**src/hcpd_pkg.sv**
```systemverilog
`default_nettype none

package hcpd_pkg;

  // field and state widths
  localparam int DUTY_BITS   = 10;
  localparam int ACC_BITS    = 16;
  localparam int CNT_BITS    = 20;
  localparam int CHAR_BITS   = 8;
  localparam int DIGIT_BITS  = 4;
  localparam int FLASH_SHIFT = 12;
  localparam int GAUGE_LSB   = 10;

  // stream word layout
  localparam int S_DATA_BITS = 16;
  localparam int M_DATA_BITS = 48;

  // duty constants
  localparam logic [DUTY_BITS-1:0] DUTY_MAX    = 10'h3FF;
  localparam logic [DUTY_BITS-1:0] DUTY_ZERO   = 10'h000;
  localparam logic [DUTY_BITS-1:0] COLOR_RESET = 10'h200;
  localparam logic [DUTY_BITS-1:0] GAUGE_RESET = 10'h0FF;
  localparam logic [DUTY_BITS-1:0] BLUE_BASE   = 10'h300;
  localparam logic [DUTY_BITS-1:0] GREEN_BASE  = 10'h200;
  localparam logic [DUTY_BITS-1:0] RED_BASE    = 10'h100;

  // demo counter reload, 0x280 shifted up by ten bits
  localparam logic [CNT_BITS-1:0] DEMO_RELOAD = 20'hA0000;

  // operation codes carried on tuser
  localparam logic OP_CHAR = 1'b0;
  localparam logic OP_TICK = 1'b1;

  // character codes
  localparam logic [CHAR_BITS-1:0] CH_LF    = 8'h0A;
  localparam logic [CHAR_BITS-1:0] CH_CR    = 8'h0D;
  localparam logic [CHAR_BITS-1:0] CH_BANG  = 8'h21;
  localparam logic [CHAR_BITS-1:0] CH_AT    = 8'h40;
  localparam logic [CHAR_BITS-1:0] CH_0     = 8'h30;
  localparam logic [CHAR_BITS-1:0] CH_9     = 8'h39;
  localparam logic [CHAR_BITS-1:0] CH_LO_A  = 8'h61;
  localparam logic [CHAR_BITS-1:0] CH_LO_F  = 8'h66;
  localparam logic [CHAR_BITS-1:0] CH_UP_B  = 8'h42;
  localparam logic [CHAR_BITS-1:0] CH_UP_G  = 8'h47;
  localparam logic [CHAR_BITS-1:0] CH_UP_R  = 8'h52;
  localparam logic [DIGIT_BITS-1:0] HEX_LETTER_OFS = 4'd9;

  typedef enum logic [3:0] {
    CMD_DIGIT,
    CMD_IGNORE,
    CMD_BLUE,
    CMD_GREEN,
    CMD_RED,
    CMD_GAUGE,
    CMD_ALL_OFF,
    CMD_ALL_ON,
    CMD_ERROR
  } cmd_t;

  typedef enum logic [1:0] {
    REPLY_NONE = 2'd0,
    REPLY_ACK  = 2'd1,
    REPLY_ERR  = 2'd2
  } reply_t;

  typedef struct packed {
    cmd_t                  cmd;
    logic [DIGIT_BITS-1:0] digit;
  } char_info_t;

  typedef struct packed {
    logic [DUTY_BITS-1:0] blue;
    logic [DUTY_BITS-1:0] green;
    logic [DUTY_BITS-1:0] red;
    logic [DUTY_BITS-1:0] gauge;
    reply_t               reply;
  } result_t;

endpackage

`default_nettype wire

```
**src/hcpd_char_decode.sv**
```systemverilog
`default_nettype none

module hcpd_char_decode (
  input  wire logic [hcpd_pkg::CHAR_BITS-1:0] char_code,
  output hcpd_pkg::char_info_t                info
);

  // classify the character and extract a hex digit value
  always_comb begin
    info.digit = char_code[hcpd_pkg::DIGIT_BITS-1:0];
    unique case (char_code) inside
      [hcpd_pkg::CH_0:hcpd_pkg::CH_9]: begin
        info.cmd = hcpd_pkg::CMD_DIGIT;
      end
      [hcpd_pkg::CH_LO_A:hcpd_pkg::CH_LO_F]: begin
        info.cmd   = hcpd_pkg::CMD_DIGIT;
        info.digit = char_code[hcpd_pkg::DIGIT_BITS-1:0] + hcpd_pkg::HEX_LETTER_OFS;
      end
      hcpd_pkg::CH_LF:   info.cmd = hcpd_pkg::CMD_IGNORE;
      hcpd_pkg::CH_UP_B: info.cmd = hcpd_pkg::CMD_BLUE;
      hcpd_pkg::CH_UP_G: info.cmd = hcpd_pkg::CMD_GREEN;
      hcpd_pkg::CH_UP_R: info.cmd = hcpd_pkg::CMD_RED;
      hcpd_pkg::CH_CR:   info.cmd = hcpd_pkg::CMD_GAUGE;
      hcpd_pkg::CH_BANG: info.cmd = hcpd_pkg::CMD_ALL_OFF;
      hcpd_pkg::CH_AT:   info.cmd = hcpd_pkg::CMD_ALL_ON;
      default:           info.cmd = hcpd_pkg::CMD_ERROR;
    endcase
  end

endmodule

`default_nettype wire

```
**src/hcpd_engine.sv**
```systemverilog
`default_nettype none

module hcpd_engine (
  input  wire logic                 clk,
  input  wire logic                 rst,
  input  wire logic                 step,
  input  wire logic                 operation,
  input  wire logic                 demo_switch,
  input  wire hcpd_pkg::char_info_t info,
  output hcpd_pkg::result_t         res_next
);

  logic [hcpd_pkg::ACC_BITS-1:0]  acc, acc_next;
  logic [hcpd_pkg::DUTY_BITS-1:0] blue, blue_next;
  logic [hcpd_pkg::DUTY_BITS-1:0] green, green_next;
  logic [hcpd_pkg::DUTY_BITS-1:0] red, red_next;
  logic [hcpd_pkg::DUTY_BITS-1:0] gauge, gauge_next;
  logic [hcpd_pkg::CNT_BITS-1:0]  cnt, cnt_next;
  hcpd_pkg::reply_t               reply;
  logic [hcpd_pkg::DUTY_BITS-1:0] acc_sat;
  logic [2:0]                     flash_sel;

  // accumulator clamped to full-scale duty
  assign acc_sat = (|acc[hcpd_pkg::ACC_BITS-1:hcpd_pkg::DUTY_BITS]) ?
                   hcpd_pkg::DUTY_MAX : acc[hcpd_pkg::DUTY_BITS-1:0];
  assign flash_sel = cnt[hcpd_pkg::FLASH_SHIFT +: 3];

  // next state for one word
  always_comb begin
    acc_next   = acc;
    blue_next  = blue;
    green_next = green;
    red_next   = red;
    gauge_next = gauge;
    cnt_next   = cnt;
    reply      = hcpd_pkg::REPLY_NONE;
    if (step && demo_switch && operation == hcpd_pkg::OP_CHAR) begin
      if (info.cmd != hcpd_pkg::CMD_DIGIT && info.cmd != hcpd_pkg::CMD_IGNORE) begin
        acc_next = '0;
      end
      unique case (info.cmd)
        hcpd_pkg::CMD_DIGIT: begin
          acc_next = {acc[hcpd_pkg::ACC_BITS-hcpd_pkg::DIGIT_BITS-1:0], info.digit};
        end
        hcpd_pkg::CMD_IGNORE: ;
        hcpd_pkg::CMD_BLUE:  blue_next  = ~acc_sat;
        hcpd_pkg::CMD_GREEN: green_next = ~acc_sat;
        hcpd_pkg::CMD_RED:   red_next   = ~acc_sat;
        hcpd_pkg::CMD_GAUGE: begin
          gauge_next = acc_sat;
          reply      = hcpd_pkg::REPLY_ACK;
        end
        hcpd_pkg::CMD_ALL_OFF: begin
          blue_next  = hcpd_pkg::DUTY_ZERO;
          green_next = hcpd_pkg::DUTY_ZERO;
          red_next   = hcpd_pkg::DUTY_ZERO;
          gauge_next = hcpd_pkg::DUTY_ZERO;
        end
        hcpd_pkg::CMD_ALL_ON: begin
          blue_next  = hcpd_pkg::DUTY_MAX;
          green_next = hcpd_pkg::DUTY_MAX;
          red_next   = hcpd_pkg::DUTY_MAX;
          gauge_next = hcpd_pkg::DUTY_MAX;
        end
        default: reply = hcpd_pkg::REPLY_ERR;
      endcase
    end else if (step && !demo_switch && operation == hcpd_pkg::OP_TICK) begin
      // color flash while the flash bit is clear
      if (!flash_sel[0]) begin
        blue_next  = flash_sel[2] ? hcpd_pkg::DUTY_MAX : hcpd_pkg::BLUE_BASE;
        green_next = flash_sel[1] ? hcpd_pkg::DUTY_MAX : hcpd_pkg::GREEN_BASE;
        red_next   = flash_sel[0] ? hcpd_pkg::DUTY_MAX : hcpd_pkg::RED_BASE;
      end
      // down counter with reload, gauge follows its upper bits
      if (cnt == '0) begin
        cnt_next = hcpd_pkg::DEMO_RELOAD;
      end else begin
        cnt_next = cnt - 1'b1;
      end
      gauge_next = cnt_next[hcpd_pkg::GAUGE_LSB +: hcpd_pkg::DUTY_BITS];
    end
  end

  // state registers
  always_ff @(posedge clk) begin
    if (rst) begin
      acc   <= '0;
      blue  <= hcpd_pkg::COLOR_RESET;
      green <= hcpd_pkg::COLOR_RESET;
      red   <= hcpd_pkg::COLOR_RESET;
      gauge <= hcpd_pkg::GAUGE_RESET;
      cnt   <= '0;
    end else begin
      acc   <= acc_next;
      blue  <= blue_next;
      green <= green_next;
      red   <= red_next;
      gauge <= gauge_next;
      cnt   <= cnt_next;
    end
  end

  assign res_next.blue  = blue_next;
  assign res_next.green = green_next;
  assign res_next.red   = red_next;
  assign res_next.gauge = gauge_next;
  assign res_next.reply = reply;

endmodule

`default_nettype wire

```
**src/hex_command_pwm_duty_setter.sv**
```systemverilog
`default_nettype none

// Hex command PWM duty setter. Each input word is either a received character
// (tuser low) or a timer tick (tuser high); every word gives exactly one output
// word with the four duties as they stand after it and a reply code. One word
// is taken every clock cycle while the output side is not stalled; an accepted
// word sits in the input register, the whole update of the duty state runs
// combinationally from it, and the result register captures the outcome.
// Back-pressure on the output side stalls both registers in place.

module hex_command_pwm_duty_setter (
  input  wire logic                             clk,
  input  wire logic                             rst,
  input  wire logic                             s_tvalid,
  output      logic                             s_tready,
  // char_code [7:0], demo_switch [8], zero [15:9]
  input  wire logic [hcpd_pkg::S_DATA_BITS-1:0] s_tdata,
  // operation [0]
  input  wire logic                             s_tuser,
  output      logic                             m_tvalid,
  input  wire logic                             m_tready,
  // blue_duty [9:0], green_duty [19:10], red_duty [29:20], gauge_duty [39:30],
  // reply [41:40], zero [47:42]
  output      logic [hcpd_pkg::M_DATA_BITS-1:0] m_tdata
);

  logic                           in_valid;
  logic                           in_op;
  logic [hcpd_pkg::CHAR_BITS-1:0] in_char;
  logic                           in_demo;
  logic                           advance;
  logic                           step;
  hcpd_pkg::char_info_t           info;
  hcpd_pkg::result_t              res_next;
  hcpd_pkg::result_t              res;

  assign advance  = !m_tvalid || m_tready;
  assign step     = in_valid && advance;
  assign s_tready = !in_valid || advance;

  // input register
  always_ff @(posedge clk) begin
    if (rst) begin
      in_valid <= 1'b0;
    end else if (s_tready) begin
      in_valid <= s_tvalid;
    end
  end

  always_ff @(posedge clk) begin
    if (s_tready && s_tvalid) begin
      in_op   <= s_tuser;
      in_char <= s_tdata[hcpd_pkg::CHAR_BITS-1:0];
      in_demo <= s_tdata[hcpd_pkg::CHAR_BITS];
    end
  end

  hcpd_char_decode u_decode (
    .char_code (in_char),
    .info      (info)
  );

  hcpd_engine u_engine (
    .clk         (clk),
    .rst         (rst),
    .step        (step),
    .operation   (in_op),
    .demo_switch (in_demo),
    .info        (info),
    .res_next    (res_next)
  );

  // result register
  always_ff @(posedge clk) begin
    if (rst) begin
      m_tvalid <= 1'b0;
    end else if (advance) begin
      m_tvalid <= in_valid;
    end
  end

  always_ff @(posedge clk) begin
    if (step) begin
      res <= res_next;
    end
  end

  assign m_tdata = {6'd0, res.reply, res.gauge, res.red, res.green, res.blue};

endmodule

`default_nettype wire

```
**config.mk**
```make
export PLATFORM = sky130hd
export DESIGN_NAME = hex_command_pwm_duty_setter
export DESIGN_NICKNAME = d
export VERILOG_FILES = /design/src/hcpd_pkg.sv /design/src/hcpd_char_decode.sv /design/src/hcpd_engine.sv /design/src/hex_command_pwm_duty_setter.sv
export SDC_FILE = /design/constraint.sdc
export NUM_CORES = 1
export LEC_CHECK = 0
export ABC_CLOCK_PERIOD_IN_PS = 2300
export BUFFER_PORTS_ARGS = -buffer_cell sky130_fd_sc_hd__clkbuf_2
export CORE_UTILIZATION = 40
export DETAILED_ROUTE_END_ITERATION = 10
export HOLD_SLACK_MARGIN = 0.02
export PLACE_DENSITY = 0.57
export SYNTH_ARGS = -nofsm -noshare
export SYNTH_HDL_FRONTEND = slang
export SYNTH_SLANG_ARGS = --single-unit
```
**constraint.sdc**
```tcl
create_clock -name clk -period 2.3 [get_ports clk]
set_input_delay 0.46 -clock clk [delete_from_list [all_inputs] [get_ports clk]]
set_output_delay 0.46 -clock clk [all_outputs]
set_load 0.02 [all_outputs]
```
Yosys cells after proc, flatten, opt, wreduce, memory -nomap -nowiden. Cells that the tools add are included. W data, S select, Z words.

$add $sub $neg: 2. Multipliers: 0. Divide/modulo/power cells: 0. Order comparisons: 4. Equal/unequal tests: 15. Shifts and indexed selects: 0. Muxes and demuxes: 24. Bitwise logic cells: 3. Reduce and logical (&&, ||, !) cells: 23.

Operators by type and width (number): $mux W10 (12); $pmux W10 S3 (4); $eq A8 B7 Y1 const B (4); $mux W16 (2); $pmux W4 S8 (1); $logic_not A20 Y1 (1); $mux W20 (1); $sub A20 B1 Y20 const B (1); $eq A4 B3 Y1 const B (4); $eq A8 B4 Y1 const B (2); $not A10 Y10 (1); $logic_and A1 B1 Y1 (9); $mux W9 (1); $eq A4 B2 Y1 const B (2); $eq A8 B6 Y1 const B (1); $ge A8 B6 Y1 const B (1); $ge A8 B7 Y1 const B (1); $le A8 B6 Y1 const B (1); $le A8 B7 Y1 const B (1); $mux W8 (1); $reduce_or A7 Y1 (1); $reduce_or A6 Y1 (1); $add A4 B4 Y4 const B (1); $eq A4 B1 Y1 const B (1); 11 further kinds (16).

Register bits after elaboration: 130. Latch bits: 0. Memory bits (writable): 0. ROM bits: 0. Input bits: 21. Output and inout port bits: 50. Memories: 0.

Depth between registers and ports, before layout.
Depth after elaboration: 8. Gate-level depth with buffers: 8. Mapped depth without buffers: 7.

Hierarchy. From an unflattened synthesis, not the netlist that was laid out.

Cell total of the unflattened synthesis: 655. Area, all modules: 6120.9 µm².

Modules (own cells, without submodules): hcpd_engine (times used 1, cells an instance 540, area an instance 4052.6 µm², seq. area each 1521.5 µm²); hex_command_pwm_duty_setter (times used 1, cells an instance 69, area an instance 1714.1 µm², seq. area each 1601.5 µm²); hcpd_char_decode (times used 1, cells an instance 46, area an instance 354.1 µm², seq. area each 0.0 µm²).

Worst setup path before layout. No wires, ideal clock.

Path kind: register to register. Start point: reg in_char[1] (netlist bit). End point: reg res (netlist bit m_tdata[33]) (data pin). Setup time: 137 ps. Arrival: 2379 ps. Path slack: -216 ps. Cell stages (with the launch flop): 8. Path buffers: 0. Period minus slack after synthesis: 2516 ps. Cells stage by stage: edfxtp_1 -> inv_1 -> ha_1 -> or3b_4 -> or4_4 -> a2111oi_4 -> a22oi_1 -> nand3_1.

RTL lines: start: declaration (line hex_command_pwm_duty_setter.sv:29) `logic [hcpd_pkg::CHAR_BITS-1:0] in_char;`; start signal: assignment (line hex_command_pwm_duty_setter.sv:53) `in_char <= s_tdata[hcpd_pkg::CHAR_BITS-1:0];`; end signal: assignment (line hex_command_pwm_duty_setter.sv:84) `res <= res_next;`; end: declaration (line hex_command_pwm_duty_setter.sv:35) `hcpd_pkg::result_t res;`.

==> impl_metrics.yaml <==
synth:
  synth.most_common_cell: "dfxtp_1"
  synthFlopType: "dfxtp_1"
  yosys_register_bits: 130
  yosys_warnings: 0
  synth_top_area_cell: "dfxtp_1"
  ys_top_cells_by_area: "dfxtp_1, edfxtp_1, a21oi_1, nand2_1, nor3_1"
  synth_area_sq_mm: 0.00613
  avgSynthCellArea_sq_um: 9.42
  yosys-top-cells-count: "dfxtp_1, a21oi_1, nand2_1"
  synth-async-reset-ratio: 0
  synth_top_area_frac: 0.255
  synth_edf_count: 52
  syn_inst: 651
  ys_seq_area_frac: 0.509
  ys_types: 65
timing:
  finalCritPeriodShare: 1.02
  relSlewSlack: 0.493
  skew_ps: 5.87
  hold_violations: 0
  drv_slew: 0
  rsz0062_at_grt: "true"
  setup_viol: 7
  layout_setup_ws_ps: -50.0
  clock.fmax_mhz: 426
  tightest_slew_ps: 761
  fin_crit_ps: 2350
drt:
  ant_nets: 0
  wl_mm: 16.5
  drtPass1Iterations: 6
  via_count: 5508
  wire_per_inst_um: 16.9
  vias_per_cell: 5.66
  drt_iter0_drc: 525
  drc: 0
placement:
  dp.final_hpwl_mm: 11.6
  place_congestion: 0.843
  portBuffers: 57
clocking:
  clock_latency_ps: 420
  clk_pin_slew_worst_paths_ps: 60
  cts_sinks: 130
  cts-root-buf: "clkbuf_16"
  cts_made_buffers: 17
  ctsLongestPathBuffers: 2
  cts_tree: "yes"
  htreeDepth: 4
worst_setup_path:
  crit_path_end_kind: "flop"
  worstPathMaxFanout: 7
  cp.arrival_ps: 2630
  critical_path_class: "flop to flop"
  crit_required_ps: 2580
  start_kind: "flop"
global_routing:
  grt_pass1_vias: 5131
  antenna_found_initial: 0
  gr-total-overflow: 0
  grt_pass1_wl_mm: 26.7
  grt_use_total: 0.215
  grt_max_degree: 35
pwr:
  power_density_mw_per_mm2: 729
  p_leak_nw: 3.11
  ir_worst_vdd_uv: 492
  totalPowerFinal_mw: 5.88
layout:
  syn_to_final_growth_pct: 31.6
  n_antenna_cell: 0
  nNetsFinal: 803
  utilization: 0.547
  nFillCells: 1328
  register_area_sq_mm: 0.00312
  multi_input_area_sq_mm: 0.00307
  drive_gt1_frac: 0.321
floorplan:
  die_w_um: 126
  io_pins: 71
  row_count: 44
  die_h_um: 126
  initial_utilization: 0.416
  dieArea_sq_mm: 0.0158
  design.core.area_sq_mm: 0.0148
job:
  max-cap-violations: 0
status:
  failed_checks: "setup timing"
  status: "complete, but fails checks"
worst_hold_path:
  hp-class: "input port to flop"
power breakdown:
group / switching, mW / total, mW / leakage, nW / internal, mW
sequential: 0.0446 / 2.54 / 1.11 / 2.50
combinational: 0.448 / 0.769 / 1.74 / 0.321
clock: 0.972 / 2.57 / 0.264 / 1.60
per-stage QoR:
stage	cells	TNS [ps]	hold slack [ps]	area (sq um)	setup WS, ps
6_report	973	-240	214	8070	-50.0
5_1_grt	973	-1470	199	8070	-143
4_1_cts	971	-509	198	7810	-80.2
3_5_place_dp	939	-1860	451	7170	-175
3_3_place_gp	939	-1450	442	7170	-177
2_1_floorplan	656	-650	432	6160	-91.7
state kept, by name (all words and copies together) (netlist names):
name            flops
u_engine.gauge     10
m_tvalid            1
in_valid            1
in_char             8
u_engine.red       10
in_op               1
u_engine.cnt       20
in_demo             1
u_engine.green     10
m_tdata            42
u_engine.blue      10
u_engine.acc       16
per-layer routing:
| metal | global-route usage | part of all wire | wire (um) |
|---|---|---|---|
| met1 | 0.299 | 0.49 | 8120 |
| met2 | 0.330 | 0.45 | 7330 |
| met3 | 0.0510 | 0.047 | 773 |
| met4 | 0.0680 | 0.015 | 243 |
| met5 | 0 | 0 | 0 |
cell type report:
class | count | share of cell area
Sequential cell | 130 | 0.387
Multi-Input combinational cell | 469 | 0.381
Timing Repair Buffer | 148 | 0.129
Clock buffer | 20 | 0.0553
Tap cell | 184 | 0.0285
Clock inverter | 12 | 0.0144
Inverter | 10 | 0.00465
placed cells by master (no fill, tap or decap), types with 11 or more instances in the layout:
cell | netlist | final
nor2_1 | 49 | 44
xnor2_1 | 11 | 11
edfxtp_1 | 52 | 52
clkbuf_16 | 0 | 17
nor3_1 | 39 | 26
nor3_2 | 0 | 13
or3_1 | 16 | 16
nor4_1 | 19 | 17
nand3_1 | 33 | 30
clkbuf_2 | 0 | 57
nand2_1 | 57 | 52
buf_4 | 6 | 80
dfxtp_1 | 78 | 78
nand4_1 | 12 | 12
o21ai_0 | 26 | 18
a21oi_1 | 61 | 59
critical path, stage by stage, from the launching register on:
cell and delay (ps):
edfxtp_1 390, inv_2 90, ha_4 120, or3b_4 400
or4_4 470, a2111oi_4 330, buf_6 220, a21oi_2 80
nand3_1 100
path summary, 6_finish.rpt:
path | startpoint | to | slack, ps | cells after the start
worst max-delay path | in_char[1] | m_tdata[38] | -50 | 8
worst min register to register | u_engine.acc[13] | u_engine.acc[13] | 450 | 2
worst max register to register | in_char[1] | m_tdata[38] | -50 | 8
worst min-delay path | s_tuser | in_op | 210 | 1
cells by family (layout without fill, tap and decap cells):
| group | count (synthesis) | after routing | share of synthesized area |
|---|---|---|---|
| flip-flops | 130 | 130 | 0.509 |
| other | 1 | 6 | 0.000611 |
| AO/OA/AOI/OAI | 167 | 167 | 0.177 |
| XOR/XNOR | 15 | 15 | 0.0214 |
| adder cells (fa/ha/maj) | 6 | 6 | 0.0122 |
| AND/OR/NAND/NOR | 275 | 275 | 0.239 |
| buffers and inverters | 57 | 190 | 0.0406 |
timing repair:
item	CTS	global route
setup endpoints to repair	26	84
resized for setup	19	65
pin swaps	0	11
setup buffers	0	2
hold buffers	0	0
Power figures use the tool's default switching activity.
